File: config.mk
export PLATFORM = sky130hd
export DESIGN_NAME = svvt_ctrl
export DESIGN_NICKNAME = d
export VERILOG_FILES = /design/src/rtl/core/svvt_pkg.sv /design/src/rtl/core/svvt_ctrl.sv
export SDC_FILE = /design/constraint.sdc
export NUM_CORES = 1
export LEC_CHECK = 0
export BUFFER_PORTS_ARGS = -buffer_cell sky130_fd_sc_hd__buf_4
export CAP_MARGIN = 30
export CORE_AREA = 2 2 39 41
export CTS_BUF_LIST = sky130_fd_sc_hd__clkbuf_2 sky130_fd_sc_hd__clkbuf_4 sky130_fd_sc_hd__clkbuf_8
export DETAILED_ROUTE_END_ITERATION = 8
export DIE_AREA = 0 0 41 43
export HOLD_SLACK_MARGIN = 0.05
export PLACE_DENSITY = 0.33
export REMOVE_ABC_BUFFERS = 1
export SYNTH_ARGS = -nofsm -noshare
export SYNTH_HDL_FRONTEND = slang
export SYNTH_SLANG_ARGS = --single-unit
File: constraint.sdc
create_clock -name clock -period 1.53 [get_ports clock]
set_input_delay 0.153 -clock clock [delete_from_list [all_inputs] [get_ports clock]]
set_output_delay 0.153 -clock clock [all_outputs]
set_load 0.03 [all_outputs]
File: src/rtl/core/svvt_pkg.sv
// Shared constants and controller/datapath types for the session version view table.
package svvt_pkg;

   localparam int TABLE_DEPTH = 64;
   localparam int INDEX_W     = (TABLE_DEPTH > 1) ? $clog2(TABLE_DEPTH) : 1;
   localparam int COUNT_W     = $clog2(TABLE_DEPTH + 1);
   localparam int SESSION_W   = 32;
   localparam int VERSION_W   = 64;
   localparam int ACTIVE_W    = 7;

   localparam logic CMD_UPDATE = 1'b0;
   localparam logic CMD_QUERY  = 1'b1;

   localparam logic STATUS_OK   = 1'b0;
   localparam logic STATUS_FULL = 1'b1;

   typedef struct packed {
      logic load;
      logic match;
      logic read;
      logic write;
   } svvt_cmd_type;

   typedef struct packed {
      logic out_free;
   } svvt_sts_type;

endpackage

File: src/rtl/core/svvt_ctrl.sv
// Sequencer for one transaction: accept, match, read, write back.
module svvt_ctrl import svvt_pkg::*; (
   input  logic         clock,
   input  logic         reset,
   input  logic         req_valid,
   output logic         req_stall,
   input  svvt_sts_type sts,
   output svvt_cmd_type cmd
);

   typedef enum logic [3:0] {
      ST_IDLE  = 4'b0001,
      ST_MATCH = 4'b0010,
      ST_READ  = 4'b0100,
      ST_WRITE = 4'b1000
   } state_type;

   state_type state_ff, state_in;

   always_comb begin
      state_in  = state_ff;
      cmd       = '0;
      req_stall = 1'b1;
      case (state_ff)
         ST_IDLE: begin
            req_stall = 1'b0;
            if (req_valid) begin
               cmd.load = 1'b1;
               state_in = ST_MATCH;
            end
         end
         ST_MATCH: begin
            cmd.match = 1'b1;
            state_in  = ST_READ;
         end
         ST_READ: begin
            cmd.read = 1'b1;
            state_in = ST_WRITE;
         end
         ST_WRITE: begin
            // hold until the output register can take the result
            if (sts.out_free) begin
               cmd.write = 1'b1;
               state_in  = ST_IDLE;
            end
         end
         default: begin
            state_in = ST_IDLE;
         end
      endcase
   end

   always_ff @(posedge clock) begin
      if (reset) begin
         state_ff <= ST_IDLE;
      end else begin
         state_ff <= state_in;
      end
   end

endmodule

==> run metrics <==
leakage=0.1325 nW; yosys warns=0; max reg flops=4; height of the die=between 40 and 50 um; Die ar.=around 0.0018 mm2; Routed Antenna Nets=0; Hold Path Class=in -> reg; row count=14; WL met3=roughly 42 um; Mapped Cells=21; async set-reset flop share out of synthesis=0%; CP max FO=6; RSZ-0062 raised after global routing=yes; Starting Density=approximately 14%; pwr dens=around 970 mW/mm2; largest net degree at the start of global routing=8; wl on met1=roughly 230 um; WP data arrival=1.37 ns; root buf cell=clkbuf_4; WL/cell=about 10 um; nets=39; fmax=about 660 MHz; number of filler cells placed in the layout=approximately 160; Most flops, register=state_ff; H-tree depth=1; Layout area overhead=62.89%; GRT Residual Overflow=0; IO Count=9; crit start category=flop; minimum clock period=about 1.5 ns; final slew viol count=0; Top Metal Used=met3; share of cells above drive strength 1=about 58%; max-cap violation count=0; DR vias/cell=~4.3; Post-synth top cells=dfxtp_1 (4), nor2_1 (3), nor2b_1 (2), nor3b_1 (2); fin area=around 320 um2; CP Class=reg -> out; vias in the first global route=186; I/O Buffers=8; final setup TNS=0 ns; synth unique cells=14; top cells by area, synth=dfxtp_1 (40%), nor3_4 (8.2%), nor3b_1 (7.5%); initial antenna violation count=0; Chip Width=41 um; # DRC=0; clk slew on worst S/H paths=roughly 0.040 ns; DR pass1 iterations=2; EDFF count, synth=0; register area share after synthesis=just over 40%; Iteration-0 DRC Markers=1; clk_lat worst skew=~0.24 ns; Yosys top cell by area=dfxtp_1; Syn Area/Cell=between 9 and 10 um2; CTS buffer count=3; Setup-failing EPs final=0; hold-fix buffers at CTS=0; final hold vios=0; VDD IR max=0.2453 mV; total number of vias=between 200 and 250; core area=between 0.001 and 0.0015 mm2; CTS tree=yes; dpl cell area=about 280 um2; flops & latches, synth=4; first-pass GRT wire length=about 770 um; ys flop type=dfxtp_1; skew final=0.004190 ns; metal2 WL=241 um; GPL Wtd Cong=0.7288; Detailed Place HPWL=~400 um; CP Capture Type=primary output; Yosys top cell area share=40.25%; top-count cell post-synth=dfxtp_1; total wire length=between 500 and 600 um; GRT Total Usage=~6.8%; Clock Tree Buf Depth=2; biggest regs=state_ff x4; Slew headroom=around 73%; Worst-Margin Slew=between 0.3 and 0.4 ns; clk sinks=4; worst path required time=about 1.4 ns; Ant. Diodes=0; cell area after synthesis=just under 200 um2; final period utilization=between 90% and 100%; run status=finished, final reports clean
-- cell type report --
type,count,area (um2),area share [%]
clock buffer,3,22.52,6.950
sequential,4,83.83,25.87
inverter,1,3.754,1.158
multi-input combinational,16,122.6,37.84
timing repair buffer,9,71.32,22.01
tap,16,20.02,6.178
-- kinds of logic (layout without fill, tap and decap cells) --
logic type | Yosys count | after routing | share of synthesized area [%]
DFF | 4 | 4 | 40.25
AOI/OAI and AO/OA | 2 | 2 | 5.660
buffers and inverters | 1 | 13 | 1.885
and+or+nand+nor | 14 | 14 | 52.20
-- cells in the final DEF (no fill, tap or decap), drive strengths merged --
cell,instances
nor3,2
nand3b,1
or4b,1
dfxtp,4
or3,1
buf,9
nor4,1
nor2,3
nor4b,1
a31oi,1
nor3b,2
inv,1
o21ai,1
nor2b,2
clkbuf,3
-- worst max-delay path: stages, from the launching register on --
cell,delay [ns]
dfxtp_2,0.33
or4b_4,0.57
nor2_4,0.10
buf_6,0.13
-- final timing paths --
check | start | end | slack (ns) | cells after the start
min | reset | state_ff[2] | 0.12 | 2
min reg2reg | state_ff[0] | state_ff[3] | 0.46 | 1
max | state_ff[3] | cmd[3] | 0.007 | 3
max reg2reg | state_ff[3] | state_ff[0] | 0.18 | 4
-- power breakdown --
part | switching, mW | internal (mW) | leakage, nW
Combinational | 0.0329 | 0.0315 | 0.0853
Clock | 0.0448 | 0.0878 | 0.0138
Sequential | 0.00655 | 0.110 | 0.0334
-- what timing repair did --
item / CTS / global route
gates resized for setup: 6 / 0
pin swaps: 1 / 0
gates cloned: 0 / 0
buffers inserted: 1 / 0
setup endpoints to repair: 2 / 1
-- metrics by stage --
| stage | hold WS [ns] | total power [mW] | setup WS (ns) | util, % | std cells |
|---|---|---|---|---|---|
| floorplan | 0.2246 | 0.1494 | -0.2163 | - | 21 |
| global placement | 0.3717 | 0.1714 | 0.1889 | 20.16 | 45 |
| detailed placement | 0.3714 | 0.1715 | 0.1680 | 20.16 | 45 |
| CTS | 0.1097 | 0.3223 | -0.007583 | 23.42 | 49 |
| global route | 0.1126 | 0.3379 | -0.04388 | 23.42 | 49 |
| finish | 0.1181 | 0.3134 | 0.006894 | 23.42 | 49 |
-- per-layer routing --
metal / global-route usage [%] / vias up
met5: 0 / -
met4: 2.000 / 0
met3: 6.283 / 0
met2: 8.125 / 7
met1: 8.626 / 104
li1: - / 102
No activity file was read; power rests on OpenSTA's default activity.
